`src/sv/tlg_pkg.sv`:
```
// shared types and constants for the toroidal life generation block
`timescale 1ns / 1ps

package tlg_pkg;

  // default grid size
  localparam int unsigned GridRowsDefault = 24;
  localparam int unsigned GridColsDefault = 80;

  // fixed field widths of the command beat
  localparam int unsigned CmdW     = 2;
  localparam int unsigned RowPortW = 5;
  localparam int unsigned ColPortW = 7;
  // width that holds any port index and any grid size up to 256
  localparam int unsigned IdxExtW  = 9;

  // neighbour count and life rule thresholds
  localparam int unsigned NbrW       = 4;
  localparam logic [NbrW-1:0] LifeBirth = NbrW'(3);
  localparam logic [NbrW-1:0] LifeKeep  = NbrW'(2);

  // command queue between front and back
  localparam int unsigned QueueDepth = 2;
  localparam int unsigned QueuePtrW  = $clog2(QueueDepth);
  localparam int unsigned QueueCntW  = $clog2(QueueDepth + 1);

  typedef enum logic [CmdW-1:0] {
    CMD_CLEAR = 2'd0,
    CMD_WRITE = 2'd1,
    CMD_STEP  = 2'd2,
    CMD_READ  = 2'd3
  } cmd_e;

  // classified command as it sits in the queue
  typedef struct packed {
    cmd_e                cmd;
    logic                in_range;
    logic                alive;
    logic [RowPortW-1:0] row;
    logic [ColPortW-1:0] col;
  } op_t;

  typedef struct packed {
    logic full;
    logic empty;
  } fifo_sts_t;

  typedef struct packed {
    logic stepping;
    logic res_load;
  } eng_sts_t;

  typedef enum logic [2:0] {
    ST_IDLE    = 3'd0,
    ST_CELL_WR = 3'd1,
    ST_CELL_RD = 3'd2,
    ST_STEP    = 3'd3,
    ST_RESP    = 3'd4
  } eng_state_e;

endpackage

```
`src/sv/tlg_queue.sv`:
```
// short command queue between front end and grid engine
`timescale 1ns / 1ps

module tlg_queue (
  input  logic               clk_i,
  input  logic               rst_ni,
  input  logic               push_i,
  input  tlg_pkg::op_t       op_i,
  input  logic               pop_i,
  output tlg_pkg::op_t       op_o,
  output tlg_pkg::fifo_sts_t sts_o
);

  tlg_pkg::op_t                  entry_q [tlg_pkg::QueueDepth];
  logic [tlg_pkg::QueuePtrW-1:0] wr_ptr_q, wr_ptr_d;
  logic [tlg_pkg::QueuePtrW-1:0] rd_ptr_q, rd_ptr_d;
  logic [tlg_pkg::QueueCntW-1:0] cnt_q, cnt_d;

  always_comb begin
    wr_ptr_d = wr_ptr_q;
    rd_ptr_d = rd_ptr_q;
    cnt_d    = cnt_q;
    if (push_i) begin
      wr_ptr_d = wr_ptr_q + tlg_pkg::QueuePtrW'(1);
    end
    if (pop_i) begin
      rd_ptr_d = rd_ptr_q + tlg_pkg::QueuePtrW'(1);
    end
    if (push_i && !pop_i) begin
      cnt_d = cnt_q + tlg_pkg::QueueCntW'(1);
    end else if (!push_i && pop_i) begin
      cnt_d = cnt_q - tlg_pkg::QueueCntW'(1);
    end
  end

  always_ff @(posedge clk_i or negedge rst_ni) begin
    if (!rst_ni) begin
      wr_ptr_q <= '0;
      rd_ptr_q <= '0;
      cnt_q    <= '0;
    end else begin
      wr_ptr_q <= wr_ptr_d;
      rd_ptr_q <= rd_ptr_d;
      cnt_q    <= cnt_d;
    end
  end

  always_ff @(posedge clk_i) begin
    if (push_i) begin
      entry_q[wr_ptr_q] <= op_i;
    end
  end

  assign op_o        = entry_q[rd_ptr_q];
  assign sts_o.full  = (cnt_q == tlg_pkg::QueueCntW'(tlg_pkg::QueueDepth));
  assign sts_o.empty = (cnt_q == '0);

endmodule

```
`config.mk`:
```
export PLATFORM = sky130hd
export DESIGN_NAME = tlg_queue
export DESIGN_NICKNAME = d
export VERILOG_FILES = /design/src/sv/tlg_pkg.sv /design/src/sv/tlg_queue.sv
export SDC_FILE = /design/constraint.sdc
export NUM_CORES = 1
export LEC_CHECK = 0
export BUFFER_PORTS_ARGS = -buffer_cell sky130_fd_sc_hd__buf_2
export CORE_MARGIN = 3
export CORE_UTILIZATION = 40
export CTS_BUF_LIST = sky130_fd_sc_hd__clkbuf_16
export DETAILED_ROUTE_END_ITERATION = 12
export HOLD_SLACK_MARGIN = 0.02
export PLACE_DENSITY_LB_ADDON = 0.3
export SETUP_SLACK_MARGIN = 0.1
export SYNTH_ARGS = -nofsm -noshare
export SYNTH_HDL_FRONTEND = slang
export SYNTH_SLANG_ARGS = --single-unit
```
`constraint.sdc`:
```
create_clock -name clk_i -period 4 [get_ports clk_i]
set_clock_uncertainty 0.15 [all_clocks]
set_input_delay 0.6 -clock clk_i [delete_from_list [all_inputs] [get_ports clk_i]]
set_output_delay 0.6 -clock clk_i [all_outputs]
set_load 0.03 [all_outputs]
```
# Word-level counts from Yosys, hierarchy flattened
# Memory sizes are Yosys's and may differ from the RTL's.
# Index checks and enable logic that the tools add are counted.
dict set report op_classes {
  n_mux 4
  addsub 4
  reduce_logical 6
  n_eq_ne 1
}
# op count
set op_table {}
lappend op_table {{2-bit two-way mux} 2}
lappend op_table {{1-bit adder, second input constant} 2}
lappend op_table {{2-bit by 1-bit adder with 2-bit output, second input constant} 1}
lappend op_table {{2-bit equality test, second input constant} 1}
lappend op_table {{1-bit logical AND} 2}
lappend op_table {{1-bit zero test} 2}
lappend op_table {{2-bit zero test} 1}
lappend op_table {{1-bit two-way mux} 2}
lappend op_table {{2-bit nonzero test} 1}
lappend op_table {{2-bit by 1-bit subtractor with 2-bit output, second input constant} 1}
dict set report totals {
  ram_bits 32
  input_bits 20
  memories 1
  reg_bits 4
}
# name depth width read_ports rd_ports_with_merged_regs wr line
set memory_table {}
lappend memory_table {entry_q 2 16 1 0 1 tlg_queue.sv:14} ;# tlg_pkg::op_t entry_q [tlg_pkg::QueueDepth];

# Longest topological paths before layout
dict set report depth {
  depth_word 4
  mapped_depth 5
}

# Worst setup path before layout
# No wires, ideal clock.
dict set report synth_path {
  path_type {input to register}
  startpoint {in push_i}
  endpoint {mem entry_q[0][0] in the netlist's numbering (enable)}
  stages 1
  slack_ns 2.095
  setup_time_ns 0.390
  t_arrival_ns 1.364
  path_cell_list {nor2b_1}
}
dict set report synth_via {
  elab_chain_cells 2
}
# element line
set synth_rtl {}
lappend synth_rtl {{from (decl)} tlg_queue.sv:7} ;# input logic push_i,
lappend synth_rtl {{1-bit two-way mux} tlg_queue.sv:49} ;# if (push_i) begin
lappend synth_rtl {{1-bit two-way mux (implied by the code)} tlg_queue.sv:50} ;# entry_q[wr_ptr_q] <= op_i;
lappend synth_rtl {{to (decl)} tlg_queue.sv:14}
# No other way between the ends.

==> results.md <==
| Result | Reported | Unit |
|:---|:---|:---|
| Outcome | complete, no violations | - |
| Most area-hungry cell type in the Yosys netlist | sky130_fd_sc_hd__edfxtp_1 | - |
| Weighted congestion reported at the end of routability-driven placement | 0.616 | - |
| Fin cells | 155 | - |
| Total area of sequential cells | 1060 | µm² |
| Inserted Clock Buffers | 5 | - |
| Detailed-routed wire length on met2 | 1160 | µm |
| Kind of cell with the highest combined delay on the critical path | flip-flops | - |
| Max-cap violation count | 0 | - |
| Top sig layer | met4 | - |
| Worst-Skew Late Latency | 0.27 | ns |
| Worst Path Max Fanout | 17 | - |
| Arrival @ worst endpoint | 1.75 | ns |
| Register bit total from synthesis | 36 | - |
| Unrepaired setup endpoints after global routing | no | - |
| Post-synth net total | 87 | - |
| Worst-path cell chain | mux2_2 -> buf_2 | - |
| Wire length of the first global-routing pass | 3550 | µm |
| VDD IR-drop max | 0.414 | mV |
| Worst path buffer plus inverter count | 1 | - |
| Count of endpoints failing hold in the final timing report | 0 | - |
| First drt pass iteration count | 3 | - |
| Leakage power total | 0.000723 | µW |
| Proportion of netlist area held by the largest area contributor | 69.0 | % |
| Category of the worst setup path capture point | output pin | - |
| Count of vias placed by the detailed router | 692 | - |
| Hold Worst Slack | 0.346 | ns |
| Number of global-route vias before repair | 806 | - |
| Cell area after synthesis | 1390 | µm² |
| Setup bufs post-CTS | 0 | - |
| Critical path required time | 3.25 | ns |
| Top cells by count, synth | sky130_fd_sc_hd__edfxtp_1 (32), sky130_fd_sc_hd__mux2_4 (9), sky130_fd_sc_hd__mux2_2 (7), sky130_fd_sc_hd__dfrtp_1 (4), sky130_fd_sc_hd__xor2_1 (4) | - |
| Setup Slack @ Placement | 1.74 | ns |
| Multi-input logic area | 297 | µm² |
| Quantity of I/O buffers inserted on ports | 37 | - |
| TritonCTS sink count | 36 | - |
| Async set or reset register ratio after synthesis | 11.1 | % |
| Clock tree from TritonCTS | built | - |
| Most common cell in the synthesized netlist | sky130_fd_sc_hd__edfxtp_1 | - |
| Crit path time final | 2.50 | ns |
| Longest individual stage delay on the worst path | 0.89 | ns |
| Total Routing Usage GR | 11.7 | % |
| Die ar. | 4230 | µm² |
| Clock-pin slew of the registers on the worst-case setup and hold paths | 0.05 | ns |
| Final setup violation count | 0 | - |
| Maximum root-to-sink buffer count | 2 | - |
| Remaining DRCs | 0 | - |
| Number of nets in the layout | 131 | - |
| Count of antenna diodes in the layout | 0 | - |
| Vias per cell | 4.46 | - |
| Antenna violations before repair | 0 | - |
| Initial standard-cell utilization of the core | 43.8 | % |
| Critical path launch point type | flip-flop | - |
| Maximum number of pins on one net before global-route repair | 18 | - |
| Slew @ Worst Pin | 0.843 | ns |
| Type of the worst setup path | reg -> out | - |
| Post-synthesis area per instance | 21.1 | µm² |
| F_max | 0.399 | GHz |
| Dominant synthesized flop cell | sky130_fd_sc_hd__edfxtp_1 | - |
| Final-layout fill cell count | 267 | - |
| Placed standard-cell area | 1610 | µm² |
| Worst max-slew margin expressed relative to the limit | 43.8 | % |
| Sum of met3 wire segment lengths after detailed routing | 102 | µm |
| Setup TNS | 0 | ns |
| Max-slew violation count | 0 | - |
| Row Count | 20 | - |
| Core region area | 3180 | µm² |
| Height of the die | 65.0 | µm |
| Aggregate global routing overflow | 0 | - |
| Post-route setup slack | 1.50 | ns |
| Final routed wirelength across all metal layers | 2100 | µm |
| Top post-synthesis cells by area | sky130_fd_sc_hd__edfxtp_1 (69%), sky130_fd_sc_hd__mux2_4 (9.7%), sky130_fd_sc_hd__dfrtp_1 (7.2%) | - |
| Placed insts | 146 | - |
| H-Tree Depth | 2 | - |
| Ratio of cells with drive above 1 in the final layout | 53.2 | % |
| Routed length on met1 | 800 | µm |
| DRC marker count from the first detailed-route iteration | 19 | - |
| Die outline width | 65.0 | µm |
| Number of distinct standard cells referenced by the synthesized netlist | 13 | - |
| CP max stage cell | sky130_fd_sc_hd__dfrtp_1 | - |
| DPL Wire Length | 1490 | µm |
| Cell area after layout | 1760 | µm² |
| Number of flops mapped to enable cells by yosys | 32 | - |
| Warnings, synthesis | 0 | - |
| IO Count | 38 | - |
| Post-route fraction of the period consumed by the critical path | 62.6 | % |
| PD cells | 776 | nW/µm² |
| Path type of the worst min-delay path | reg -> reg | - |
| Clock tree root buffer cell | sky130_fd_sc_hd__clkbuf_16 | - |
| Number of gates given a new drive strength after cts | 0 | - |
| Post-synthesis instance total | 66 | - |
| Routed len/inst | 13.5 | µm |
| Post-detailed-route count of antenna-violating nets | 0 | - |
| Part of the Yosys area used for sequential elements | 76.2 | % |
| Layout Area Growth over Synthesis | 26.1 | % |
==> layout make-up <==
cell class	instances	area share [%]
Inverter	1	0.214
Sequential cell	36	60.4
Timing Repair Buffer	39	11.5
Clock inverter	3	0.641
Clock buffer	5	7.13
Tap cell	44	3.14
Multi-Input combinational cell	27	16.9
==> registers in the layout, indices dropped and copies added (netlist names) <==
| register | cells |
|---|---|
| rd_ptr_q | 1 |
| entry_q | 32 |
| wr_ptr_q | 1 |
| cnt_q | 2 |
==> cell usage in the layout, fill, tap and decap left out <==
cell type	n
sky130_fd_sc_hd__nor2_1	2
sky130_fd_sc_hd__and2_1	1
sky130_fd_sc_hd__mux2_4	9
sky130_fd_sc_hd__clkbuf_16	5
sky130_fd_sc_hd__inv_1	3
sky130_fd_sc_hd__xor2_1	4
sky130_fd_sc_hd__mux2_2	7
sky130_fd_sc_hd__buf_4	1
sky130_fd_sc_hd__dlygate4sd3_1	1
sky130_fd_sc_hd__edfxtp_1	32
sky130_fd_sc_hd__buf_2	37
sky130_fd_sc_hd__xnor2_1	1
sky130_fd_sc_hd__nor2b_1	2
sky130_fd_sc_hd__dfrtp_1	4
sky130_fd_sc_hd__ha_1	1
sky130_fd_sc_hd__clkinv_1	1
==> worst paths after layout <==
kind	from	to	slack, ns	cells past startpoint
min in group asynchronous	rst_ni	wr_ptr_q	0.51	2
min reg2reg	wr_ptr_q	wr_ptr_q	0.35	1
max in group asynchronous	rst_ni	cnt_q[0]	3.06	2
max	rd_ptr_q	op_o[5]	1.50	2
max reg2reg	wr_ptr_q	entry_q[0][12]	2.30	2
min	wr_ptr_q	wr_ptr_q	0.35	1
==> logic make-up after synthesis <==
group,count (synthesis),share of synthesized area [%]
DFF,36,76.2
adders and majority gates,1,0.898
and+or+nand+nor,5,1.89
buffers and inverters,3,2.52
xor gates and xnor gates,5,3.14
muxes,16,15.4
==> what timing repair did <==
| item | 4_1_cts | 5_1_grt |
|---|---|---|
| hold endpoints to repair | 4 | 0 |
| hold buffers | 1 | 0 |
| endpoints found under the setup margin | 0 | 0 |
==> per-stage QoR <==
| step | utilization [%] | total power [µW] |
|---|---|---|
| final | 55.2 | 1360 |
| after global routing | 55.2 | 1430 |
| after CTS | 55.2 | 1380 |
| after detailed placement | 50.6 | 1030 |
| after global placement | 50.6 | 1020 |
| after floorplan | - | 936 |
==> per-layer routing <==
layer  vias to the layer above  global-route usage, %
li1                        336                      -
met3                         4                   4.68
met2                        18                   20.1
met5                         -                      0
met4                         0                   6.33
met1                       334                   12.1
==> power breakdown <==
part | internal, µW | total [µW] | switching [µW]
combinational | 182 | 440 | 258
sequential | 506 | 574 | 67.9
clock | 223 | 348 | 125
total | 911 | 1360 | 450
Power figures use the tool's default switching activity.
